===== src/rtl/wscs_pkg.sv =====
// Shared constants and queue entry type for the whitespace and comment skipper.
package wscs_pkg;

    localparam int LINE_BITS_DEF   = 16;
    localparam int QUEUE_DEPTH_DEF = 4;
    localparam int OUT_LINE_W      = 16;

    localparam logic [7:0] CH_NUL   = 8'h00;
    localparam logic [7:0] CH_NL    = 8'h0A;
    localparam logic [7:0] CH_SPACE = 8'h20;
    localparam logic [7:0] CH_STAR  = 8'h2A;
    localparam logic [7:0] CH_SLASH = 8'h2F;

    // One accepted byte that yields results: one or two words sharing a line tag.
    typedef struct packed {
        logic                  two;
        logic [7:0]            c0;
        logic                  e0;
        logic [7:0]            c1;
        logic                  e1;
        logic [OUT_LINE_W-1:0] line;
    } entry_t;

endpackage


===== src/rtl/wscs_if.sv =====
// Handshake channels for script bytes in and token words out.
interface wscs_text_if;
    logic       valid;
    logic       ready;
    logic [7:0] in_byte;

    modport source (output valid, output in_byte, input ready);
    modport sink   (input valid, input in_byte, output ready);
endinterface

interface wscs_result_if;
    logic                             valid;
    logic                             ready;
    logic [7:0]                       out_char;
    logic [wscs_pkg::OUT_LINE_W-1:0] out_line;
    logic                             is_end;
    logic                             last_of_run;

    modport source (output valid, output out_char, output out_line, output is_end,
                    output last_of_run, input ready);
    modport sink   (input valid, input out_char, input out_line, input is_end,
                    input last_of_run, output ready);
endinterface


===== src/rtl/wscs_front.sv =====
// Front end: accepts script bytes, tracks comment mode and line count, builds queue entries.
module wscs_front #(
    parameter int LINE_BITS = wscs_pkg::LINE_BITS_DEF
) (
    input  logic              clk,
    input  logic              rst_n,
    wscs_text_if.sink         text,
    input  logic              full,
    output logic              push,
    output wscs_pkg::entry_t  entry
);

    typedef enum logic [2:0] {
        MODE_NORMAL,
        MODE_SLASH,
        MODE_LINE,
        MODE_BLOCK,
        MODE_STAR
    } mode_t;

    mode_t                            mode_reg, mode_next;
    logic [LINE_BITS-1:0]             line_reg, line_next;
    logic [LINE_BITS+wscs_pkg::OUT_LINE_W-1:0] line_ext;
    logic                             accept;
    logic                             bump;
    logic                             emit;
    logic                             is_blank;
    logic [7:0]                       b;

    assign line_ext = {{wscs_pkg::OUT_LINE_W{1'b0}}, line_reg};

    always_comb
    begin
        b          = text.in_byte;
        text.ready = !full;
        accept     = text.valid && !full;
        is_blank   = (b <= wscs_pkg::CH_SPACE);
        mode_next  = mode_reg;
        bump       = 1'b0;
        emit       = 1'b0;
        entry      = '0;
        entry.c0   = b;
        entry.c1   = b;
        entry.line = line_ext[wscs_pkg::OUT_LINE_W-1:0];

        if (b == wscs_pkg::CH_NUL)
        begin
            // End of script: flush a held slash, then the end word.
            emit      = 1'b1;
            mode_next = MODE_NORMAL;
            if (mode_reg == MODE_SLASH)
            begin
                entry.two = 1'b1;
                entry.c0  = wscs_pkg::CH_SLASH;
                entry.c1  = wscs_pkg::CH_NUL;
                entry.e1  = 1'b1;
            end
            else
            begin
                entry.c0 = wscs_pkg::CH_NUL;
                entry.e0 = 1'b1;
            end
        end
        else
        begin
            unique case (mode_reg) inside
                MODE_SLASH:
                begin
                    if (b == wscs_pkg::CH_SLASH)
                    begin
                        mode_next = MODE_LINE;
                    end
                    else if (b == wscs_pkg::CH_STAR)
                    begin
                        mode_next = MODE_BLOCK;
                    end
                    else
                    begin
                        // No comment: release the slash, then treat the byte as normal.
                        emit      = 1'b1;
                        entry.c0  = wscs_pkg::CH_SLASH;
                        mode_next = MODE_NORMAL;
                        if (is_blank)
                        begin
                            bump = (b == wscs_pkg::CH_NL);
                        end
                        else if (b == wscs_pkg::CH_SLASH)
                        begin
                            mode_next = MODE_SLASH;
                        end
                        else
                        begin
                            entry.two = 1'b1;
                            entry.c1  = b;
                        end
                    end
                end
                MODE_LINE:
                begin
                    if (b == wscs_pkg::CH_NL)
                    begin
                        bump      = 1'b1;
                        mode_next = MODE_NORMAL;
                    end
                end
                MODE_BLOCK, MODE_STAR:
                begin
                    if (mode_reg == MODE_STAR && b == wscs_pkg::CH_SLASH)
                    begin
                        mode_next = MODE_NORMAL;
                    end
                    else if (b == wscs_pkg::CH_STAR)
                    begin
                        mode_next = MODE_STAR;
                    end
                    else
                    begin
                        bump      = (b == wscs_pkg::CH_NL);
                        mode_next = MODE_BLOCK;
                    end
                end
                default:
                begin
                    mode_next = MODE_NORMAL;
                    if (is_blank)
                    begin
                        bump = (b == wscs_pkg::CH_NL);
                    end
                    else if (b == wscs_pkg::CH_SLASH)
                    begin
                        mode_next = MODE_SLASH;
                    end
                    else
                    begin
                        emit = 1'b1;
                    end
                end
            endcase
        end

        if (b == wscs_pkg::CH_NUL)
        begin
            line_next = LINE_BITS'(1);
        end
        else if (bump && (line_reg != {LINE_BITS{1'b1}}))
        begin
            line_next = line_reg + LINE_BITS'(1);
        end
        else
        begin
            line_next = line_reg;
        end

        push = emit && accept;
    end

    always_ff @(posedge clk or negedge rst_n)
    begin
        if (!rst_n)
        begin
            mode_reg <= MODE_NORMAL;
            line_reg <= LINE_BITS'(1);
        end
        else if (accept)
        begin
            mode_reg <= mode_next;
            line_reg <= line_next;
        end
    end

endmodule


===== src/rtl/wscs_queue.sv =====
// Short entry queue between the front and back ends.
module wscs_queue #(
    parameter int DEPTH = wscs_pkg::QUEUE_DEPTH_DEF
) (
    input  logic             clk,
    input  logic             rst_n,
    input  logic             push,
    input  wscs_pkg::entry_t wr_data,
    output logic             full,
    input  logic             pop,
    output logic             valid,
    output wscs_pkg::entry_t rd_data
);

    localparam int PTR_W = (DEPTH > 1) ? $clog2(DEPTH) : 1;
    localparam int CNT_W = $clog2(DEPTH + 1);

    wscs_pkg::entry_t   mem [DEPTH];
    logic [PTR_W-1:0]   wr_ptr_reg;
    logic [PTR_W-1:0]   rd_ptr_reg;
    logic [CNT_W-1:0]   count_reg;
    logic               do_push;
    logic               do_pop;

    assign full    = (count_reg == CNT_W'(DEPTH));
    assign valid   = (count_reg != '0);
    assign do_push = push && !full;
    assign do_pop  = pop && valid;
    assign rd_data = mem[rd_ptr_reg];

    always_ff @(posedge clk)
    begin
        if (do_push)
        begin
            mem[wr_ptr_reg] <= wr_data;
        end
    end

    always_ff @(posedge clk or negedge rst_n)
    begin
        if (!rst_n)
        begin
            wr_ptr_reg <= '0;
            rd_ptr_reg <= '0;
            count_reg  <= '0;
        end
        else
        begin
            if (do_push)
            begin
                wr_ptr_reg <= (wr_ptr_reg == PTR_W'(DEPTH - 1)) ? '0 : wr_ptr_reg + PTR_W'(1);
            end
            if (do_pop)
            begin
                rd_ptr_reg <= (rd_ptr_reg == PTR_W'(DEPTH - 1)) ? '0 : rd_ptr_reg + PTR_W'(1);
            end
            if (do_push && !do_pop)
            begin
                count_reg <= count_reg + CNT_W'(1);
            end
            else if (do_pop && !do_push)
            begin
                count_reg <= count_reg - CNT_W'(1);
            end
        end
    end

endmodule


===== src/rtl/wscs_back.sv =====
// Back end: expands queue entries into result words behind an output register.
module wscs_back (
    input  logic             clk,
    input  logic             rst_n,
    input  logic             valid,
    input  wscs_pkg::entry_t head,
    output logic             pop,
    wscs_result_if.source    result
);

    logic                             out_valid_reg;
    logic [7:0]                       char_reg;
    logic [wscs_pkg::OUT_LINE_W-1:0] line_reg;
    logic                             end_reg;
    logic                             last_reg;
    logic                             pend_reg;
    logic [7:0]                       pend_char_reg;
    logic                             pend_end_reg;
    logic                             load;

    assign load = !out_valid_reg || result.ready;
    // Hold the queue while the second word of an entry is still waiting.
    assign pop  = load && !pend_reg && valid;

    assign result.valid       = out_valid_reg;
    assign result.out_char    = char_reg;
    assign result.out_line    = line_reg;
    assign result.is_end      = end_reg;
    assign result.last_of_run = last_reg;

    always_ff @(posedge clk or negedge rst_n)
    begin
        if (!rst_n)
        begin
            out_valid_reg <= 1'b0;
            pend_reg      <= 1'b0;
        end
        else if (load)
        begin
            if (pend_reg)
            begin
                out_valid_reg <= 1'b1;
                pend_reg      <= 1'b0;
            end
            else
            begin
                out_valid_reg <= valid;
                pend_reg      <= valid && head.two;
            end
        end
    end

    always_ff @(posedge clk)
    begin
        if (load)
        begin
            if (pend_reg)
            begin
                char_reg <= pend_char_reg;
                end_reg  <= pend_end_reg;
                last_reg <= 1'b1;
            end
            else if (valid)
            begin
                char_reg      <= head.c0;
                end_reg       <= head.e0;
                last_reg      <= !head.two;
                line_reg      <= head.line;
                pend_char_reg <= head.c1;
                pend_end_reg  <= head.e1;
            end
        end
    end

endmodule


===== src/rtl/whitespace_comment_skipper_unit.sv =====
// Top level of the whitespace and comment skipper.
// Takes one script byte per cycle and keeps taking bytes while results wait downstream,
// until the entry queue fills; bytes that give no word never take a queue slot.
// Each byte gives zero, one or two result words. Blanks, control bytes and comments are
// dropped. A held slash that does not start a comment is released by the next byte and comes
// out just before it if that byte is a token byte, so that byte gives two words. A byte goes
// through the entry queue and then the output register to its first word. The sustained rate
// is one byte per cycle while results are taken, limited by the single output word per cycle
// whenever slashes are released. A zero byte yields the end word, with any held slash ahead
// of it, and returns line count and mode to their reset values.
module whitespace_comment_skipper_unit #(
    parameter int LINE_BITS   = wscs_pkg::LINE_BITS_DEF,
    parameter int QUEUE_DEPTH = wscs_pkg::QUEUE_DEPTH_DEF
) (
    input  logic          clk,
    input  logic          rst_n,
    wscs_text_if.sink     text,
    wscs_result_if.source result
);

    logic             push;
    logic             full;
    logic             pop;
    logic             q_valid;
    wscs_pkg::entry_t wr_entry;
    wscs_pkg::entry_t head;

    wscs_front #(
        .LINE_BITS (LINE_BITS)
    ) u_front (
        .clk   (clk),
        .rst_n (rst_n),
        .text  (text),
        .full  (full),
        .push  (push),
        .entry (wr_entry)
    );

    wscs_queue #(
        .DEPTH (QUEUE_DEPTH)
    ) u_queue (
        .clk     (clk),
        .rst_n   (rst_n),
        .push    (push),
        .wr_data (wr_entry),
        .full    (full),
        .pop     (pop),
        .valid   (q_valid),
        .rd_data (head)
    );

    wscs_back u_back (
        .clk    (clk),
        .rst_n  (rst_n),
        .valid  (q_valid),
        .head   (head),
        .pop    (pop),
        .result (result)
    );

endmodule


===== src/flat_wrapper.sv =====
// flat-port wrapper written by rule: the top's interface ports become plain ports
module whitespace_comment_skipper_unit_flat 
#(
    parameter int LINE_BITS   = wscs_pkg::LINE_BITS_DEF,
    parameter int QUEUE_DEPTH = wscs_pkg::QUEUE_DEPTH_DEF
)
  (clk, rst_n, text_valid, text_in_byte, text_ready, result_valid, result_out_char, result_out_line, result_is_end, result_last_of_run, result_ready);
  wscs_text_if text_i ();
  wscs_result_if result_i ();
  input  logic clk;
  input  logic rst_n;
  input wire logic [$bits(text_i.valid)-1:0] text_valid;
  input wire logic [$bits(text_i.in_byte)-1:0] text_in_byte;
  output wire logic [$bits(text_i.ready)-1:0] text_ready;
  output wire logic [$bits(result_i.valid)-1:0] result_valid;
  output wire logic [$bits(result_i.out_char)-1:0] result_out_char;
  output wire logic [$bits(result_i.out_line)-1:0] result_out_line;
  output wire logic [$bits(result_i.is_end)-1:0] result_is_end;
  output wire logic [$bits(result_i.last_of_run)-1:0] result_last_of_run;
  input wire logic [$bits(result_i.ready)-1:0] result_ready;
  assign text_i.valid = text_valid;
  assign text_i.in_byte = text_in_byte;
  assign text_ready = text_i.ready;
  assign result_valid = result_i.valid;
  assign result_out_char = result_i.out_char;
  assign result_out_line = result_i.out_line;
  assign result_is_end = result_i.is_end;
  assign result_last_of_run = result_i.last_of_run;
  assign result_i.ready = result_ready;
  whitespace_comment_skipper_unit #(.LINE_BITS(LINE_BITS), .QUEUE_DEPTH(QUEUE_DEPTH)) u_core (.clk(clk), .rst_n(rst_n), .text(text_i), .result(result_i));
endmodule

===== config.mk =====
export PLATFORM = sky130hd
export DESIGN_NAME = whitespace_comment_skipper_unit_flat
export DESIGN_NICKNAME = d
export VERILOG_FILES = /design/src/rtl/wscs_pkg.sv /design/src/rtl/wscs_if.sv /design/src/rtl/wscs_front.sv /design/src/rtl/wscs_queue.sv /design/src/rtl/wscs_back.sv /design/src/rtl/whitespace_comment_skipper_unit.sv /design/src/flat_wrapper.sv
export SDC_FILE = /design/constraint.sdc
export NUM_CORES = 1
export LEC_CHECK = 0
export BUFFER_PORTS_ARGS = -buffer_cell sky130_fd_sc_hd__buf_2
export CAP_MARGIN = 10
export CORE_AREA = 10 10 131 133
export DETAILED_ROUTE_END_ITERATION = 6
export DIE_AREA = 0 0 141 143
export PLACE_DENSITY = 0.8
export SYNTH_ARGS = -nofsm -noshare
export SYNTH_HDL_FRONTEND = slang
export SYNTH_HIERARCHICAL = 1
export SYNTH_SLANG_ARGS = --single-unit

===== constraint.sdc =====
create_clock -name clk -period 6.1 [get_ports clk]
set_input_delay 0.305 -clock clk [delete_from_list [all_inputs] [get_ports clk]]
set_output_delay 0.305 -clock clk [all_outputs]
set_load 0.05 [all_outputs]

==> results.cfg, run 1 <==
[global_route]
grtUsageTotal = 0.146
use_met1 = 0.184
grt_pass1_wl_mm = 23.6
gr-max-usage-layer = met2
grt_max_degree = 36
grt_antenna_before_repair = 1
use_met3 = 0.0299
globalRouteMet2Util = 0.250
first_global_vias = 4403
grt-ovfl-total = 0

[die]
die_h_um = 143
die_x_um = 141
coreArea_um2 = 14400
rows = 44
dieArea_um2 = 20200
initial_core_util = 0.581
ios = 40

[route]
antenna_left = 0
drt_iter0_drc = 445
first_pass_iters = 5
drc_errors = 0
detail_route.vias_per_cell = 6.02
dr_total_vias = 4178
routedWlPerCell_um = 21.3
finalWirelength_mm = 14.8

[layout]
fin_area_um2 = 9330
instances_no_fill = 694
antenna-diode-count = 0
final_common_cell = edfxtp_1
fin_nets = 516
area_growth_pct = 11.4
largest_register_ffs = 140
nFillCells = 944
layout_common_cells = 175 x edfxtp_1, 39 x buf_2, 28 x nor2_1, 28 x mux4_2, 26 x dfrtp_1
drive_above_1_share = 0.271

[clock_network]
htree_levels = 1
clock_latency_ps = 480
numCtsBuffers = 20
cts_buffer_depth = 3
cts_tree = yes
clock-sinks = 203
clk_pin_slew_ps = 60
cts_resized = 0
root_buffer = clkbuf_16

[placement]
dp.cells = 657
place.gp.congestion = 0.795
io_buffers = 39
dpl.hpwl_mm = 8.93
dpl-instance-area_um2 = 8660

[logic_synthesis]
avgSynthCellArea_um2 = 18.4
synth_seq_area_share = 0.711
netlist_instances = 455
synth_top_family_by_area = multiplexers
yosys_warnings = 6
synth_ff_type = edfxtp_1
synth_compound_area_frac = 0.0341
synthMuxAreaShare = 0.121
synth-seq-cells = 203
synth_nets = 475
synth_xor_area_frac = 0.0178
synth_fa_ha_area_frac = 0.0128
synth_cell_types = 65
synth_area_um2 = 8380
synthSimpleGateAreaFrac = 0.0771
synth_edf_count = 175
async_flop_share = 0.138

[status]
status = complete, no violations

[timing]
rsz0062_at_grt = false
maxSlewHeadroom = 0.335
slew_violations = 0
fin_crit_sh = 0.552
finalHoldViolations = 0
skew_ps = 21.0
tightest_slew_ps = 994
finalCriticalPeriod_ps = 3370
setup_viol = 0
fin_setup_tns_ps = 0
fmax_mhz = 297

[setup_path]
start_kind = flip-flop
arrival_ps = 3760
worstSetupPathType = reg -> reg
cp-end-kind = flip-flop
critPathMaxFanout = 12
worst_ep_required_time_ps = 6490

[power_and_ir_drop]
power.leakage_nw = 3.28
ir_drop_mv = 0.276
cellPowerDensity_nw_per_um2 = 481

[worst_hold_path]
hp-class = in -> reg

[job]
drv_cap = 0
-- power breakdown --
group / switching, mW / leakage (nW) / internal (mW)
sequential: 0.106 / 1.98 / 1.90
clock: 0.474 / 0.329 / 0.735
combinational: 0.793 / 0.971 / 0.472
-- critical path, cell delays in order, from the launching register on --
cell and delay (ps):
dfrtp_1 450, nand2b_1 240, nor2_1 600, nand2b_1 130, a31oi_1 200, nor2b_1 500, ha_1 280, inv_1 60
fa_1 370, xor2_1 150, nor2_1 110, xor2_1 180
-- layer usage --
metal,part of all wire,wire (um)
met3,0.066,980
met1,0.41,6110
met2,0.51,7490
met4,0.013,198
met5,0.00047,7
-- repair_timing --
item / in CTS / in global routing
endpoints found under the hold margin: 27 / 0
endpoints found under the setup margin: 0 / 0
buffers inserted: 0 / 0
hold buffers: 1 / 0
-- through the flow --
step           hold WS [ps]   util  worst slack (ps)  total power [mW]
6_report                160  0.647              2730              4.48
2_1_floorplan          9.41      -              3230              3.06
4_1_cts                 147  0.647              2750              4.54
3_5_place_dp            370  0.600              2790              3.33
5_1_grt                 172  0.647              2450              4.69
3_3_place_gp            368  0.600              2930              3.29
-- final timing paths --
path	startpoint	end	slack, ps	depth (start not counted)
setup reg to reg	u_core/u_front/mode_reg[2]$_DFFE_PN0P_	u_core/u_queue/count_reg[2]$_DFFE_PN0P_	2730	11
max in group asynchronous	rst_n	u_core/u_queue/rd_ptr_reg[0]$_DFFE_PN0P_	5240	2
hold reg to reg	u_core/u_queue/count_reg[2]$_DFFE_PN0P_	u_core/u_queue/count_reg[2]$_DFFE_PN0P_	530	1
hold / removal	text_in_byte[2]	u_core/u_queue/mem[2][19]$_DFFE_PP_	160	1
setup / recovery	u_core/u_front/mode_reg[2]$_DFFE_PN0P_	u_core/u_queue/count_reg[2]$_DFFE_PN0P_	2730	11
min in group asynchronous	rst_n	u_core/u_queue/count_reg[2]$_DFFE_PN0P_	390	2
-- cells in the mapped netlist, types with 2 or more instances --
library cell | instances | share of area
a211oi_1 | 6 | 0.0054
a21boi_0 | 2 | 0.0018
a21oi_1 | 7 | 0.0042
a22o_1 | 2 | 0.0021
a22oi_1 | 2 | 0.0018
and2_1 | 5 | 0.0037
and3_1 | 2 | 0.0015
and4_1 | 2 | 0.0021
buf_12 | 3 | 0.0072
buf_2 | 5 | 0.0030
buf_6 | 5 | 0.0067
clkbuf_1 | 15 | 0.0067
dfrtp_1 | 27 | 0.081
edfxtp_1 | 175 | 0.63
ha_1 | 7 | 0.010
inv_1 | 5 | 0.0022
mux2_2 | 5 | 0.0067
mux2_4 | 9 | 0.016
mux4_1 | 7 | 0.022
mux4_2 | 28 | 0.075
nand2_1 | 16 | 0.0072
nand2b_1 | 4 | 0.0030
nand3_1 | 6 | 0.0036
nand3b_1 | 2 | 0.0018
nand4_1 | 2 | 0.0015
nor2_1 | 29 | 0.013
nor2b_1 | 7 | 0.0052
nor3_1 | 7 | 0.0042
nor4_1 | 3 | 0.0022
o21ai_0 | 2 | 0.0012
o21bai_1 | 2 | 0.0018
o221ai_1 | 2 | 0.0021
o31ai_1 | 4 | 0.0036
or2_2 | 3 | 0.0022
or4_1 | 2 | 0.0018
xnor2_1 | 12 | 0.013
xor2_1 | 5 | 0.0052
-- area by class of cell --
| cell class | instances | area, um^2 | area share |
|---|---|---|---|
| Tap cell | 184 | 230 | 0.0247 |
| Multi-Input combinational cell | 219 | 2210 | 0.236 |
| Clock buffer | 26 | 564 | 0.0605 |
| Clock inverter | 10 | 96.3 | 0.0103 |
| Inverter | 5 | 18.8 | 0.00201 |
| Sequential cell | 203 | 5960 | 0.639 |
| Timing Repair Buffer | 47 | 258 | 0.0276 |
-- cells by family after synthesis --
kind of cell,count (synthesis)
flip-flops,203
buffers and inverters,33
AND/OR/NAND/NOR,107
AO/OA/AOI/OAI,37
multiplexers,50
XOR/XNOR,17
adder cells (fa/ha/maj),8
(Power assumes the default switching activity.)
==> run 2: changes to the inputs <==
==> constraint.sdc (replaced) <==
create_clock -name clk -period 3.4 [get_ports clk]
set_input_delay 0.17 -clock clk [delete_from_list [all_inputs] [get_ports clk]]
set_output_delay 0.17 -clock clk [all_outputs]
set_load 0.05 [all_outputs]
==> run 2 against run 1 <==
Compared with the run above:
- die area did not move
- global-route usage increased by 0.35 points
- count of clock-buffer cells in the layout fell by 2
- clock skew fell by 12 ps
- sequential power rose by 85%
- final cell count grew 1.4%
- wire length up 0.39%
- largest power group unchanged
==> results.cfg, run 2 (same netlist as run 1, synthesis figures left out) <==
[status]
status = complete, no violations

[route]
topRoutingLayerUsed = met4
antenna_left = 0
route.met3.wl_um = 946
routedWlPerCell_um = 21.1
route.met2.wl_mm = 7.45
finalWirelength_mm = 14.8
drt_iter0_drc = 252
first_pass_iters = 5
drc_errors = 0
met1Wirelength_mm = 6.05
dr_total_vias = 4223
detail_route.vias_per_cell = 6.00

[global_route]
grt-ovfl-total = 0
first_global_vias = 4481
grt_pass1_wl_mm = 24.1
grt_max_degree = 29
grtUsageTotal = 0.149
grt_antenna_before_repair = 0

[die]
initial_core_util = 0.581
dieArea_um2 = 20200
rows = 44
coreArea_um2 = 14400
die_h_um = 143
ios = 40
die_x_um = 141

[timing]
maxSlewHeadroom = 0.387
hold_slack_ps = 11.7
fmax_mhz = 319
fin_crit_sh = 0.922
finalCriticalPeriod_ps = 3140
finalHoldViolations = 0
skew_ps = 8.52
tightest_slew_ps = 917
setup_viol = 0
slew_violations = 0
rsz0062_at_grt = false
fin_setup_tns_ps = 0

[clock_network]
root_buffer = clkbuf_16
cts_tree = yes
htree_levels = 1
clk_pin_slew_ps = 60
cts_resized = 0
numCtsBuffers = 20
cts_buffer_depth = 3
clock_latency_ps = 490
clock-sinks = 203

[placement]
place.gp.congestion = 0.811
io_buffers = 39
dpl.hpwl_mm = 9.39

[layout]
nFillCells = 953
layout_common_cells = 175 x edfxtp_1, 39 x buf_2, 28 x nor2_1, 28 x mux4_2, 26 x dfrtp_1
area_growth_pct = 11.9
fin_nets = 526
drive_above_1_share = 0.283
antenna-diode-count = 0
final_common_cell = edfxtp_1
largest_register_ffs = 140

[setup_path]
worstSetupPathType = in -> reg
reg2reg_depth = 11
worst_ep_required_time_ps = 3770
cp-end-kind = flip-flop
critPathMaxFanout = 11
start_kind = input pin
arrival_ps = 3510

[power_and_ir_drop]
ir_drop_mv = 0.744
power.leakage_nw = 3.30
cellPowerDensity_nw_per_um2 = 848
fin_total_pwr_mw = 7.95

[worst_hold_path]
holdPathStages = 1
hp-class = in -> reg

[job]
drv_cap = 0
[run 2: cell count changes in the layout (fill, tap and decap cells not counted), sizes merged]
cell         previous run  this run
dlygate4sd3             1         2
clkbuf                 26        24
clkinvlp                0         4
bufinv                  2         0
buf                    46        55
[run 2: final timing paths]
kind,start,to,slack [ps]
max in group asynchronous,rst_n,u_core/u_queue/rd_ptr_reg[0]$_DFFE_PN0P_,2690
worst min-delay path,text_in_byte[3],u_core/u_queue/mem[3][20]$_DFFE_PP_,10
worst max-delay path,text_in_byte[2],u_core/u_queue/count_reg[1]$_DFFE_PN0P_,260
min in group asynchronous,rst_n,u_core/u_queue/rd_ptr_reg[1]$_DFFE_PN0P_,250
worst min register to register,u_core/u_queue/count_reg[2]$_DFFE_PN0P_,u_core/u_queue/count_reg[2]$_DFFE_PN0P_,510
worst max register to register,u_core/u_front/mode_reg[1]$_DFFE_PN0P_,u_core/u_queue/count_reg[2]$_DFFE_PN0P_,340
[run 2: layer usage]
metal	vias to the layer above	GRT usage
li1	1908	-
met1	2122	0.186
met2	150	0.251
met3	43	0.0308
met4	0	0.0609
met5	-	0
[run 2: what timing repair did]
item / 4_1_cts / 5_1_grt
hold buffers: 2 / 0
buffers inserted: 0 / 0
endpoints found under the hold margin: 31 / 0
[run 2: final cells by class]
cell class	instances	area (um^2)	share of cell area
clock inverters	12	65.1	0.00694
well taps	184	230	0.0246
repair buffers	57	348	0.0371
flip-flops and latches	203	5960	0.636
clock buffers	24	547	0.0583
multi-input cells	219	2210	0.235
inverters	5	18.8	0.00200
[run 2: worst max-delay path, cell delays in order]
cell	delay [ps]
dlygate4sd3_1	540
buf_2	190
or4_1	690
a21oi_1	240
nor2b_1	70
o31ai_1	210
a31oi_1	130
nor2b_1	230
ha_1	270
inv_1	80
fa_1	400
mux2_2	280
[run 2: where the power goes]
group	switching (mW)	leakage, nW	internal, mW
clock	0.872	0.291	1.15
sequential	0.300	1.98	3.41
combinational	1.32	1.03	0.897
[run 2: through the flow]
stage	setup WS, ps	cell area [um^2]	util	cells
floorplan	634	8380	-	455
global placement	534	8740	0.606	666
detailed placement	435	8740	0.606	666
CTS	296	9370	0.650	704
global route	151	9370	0.650	704
finish	264	9370	0.650	704
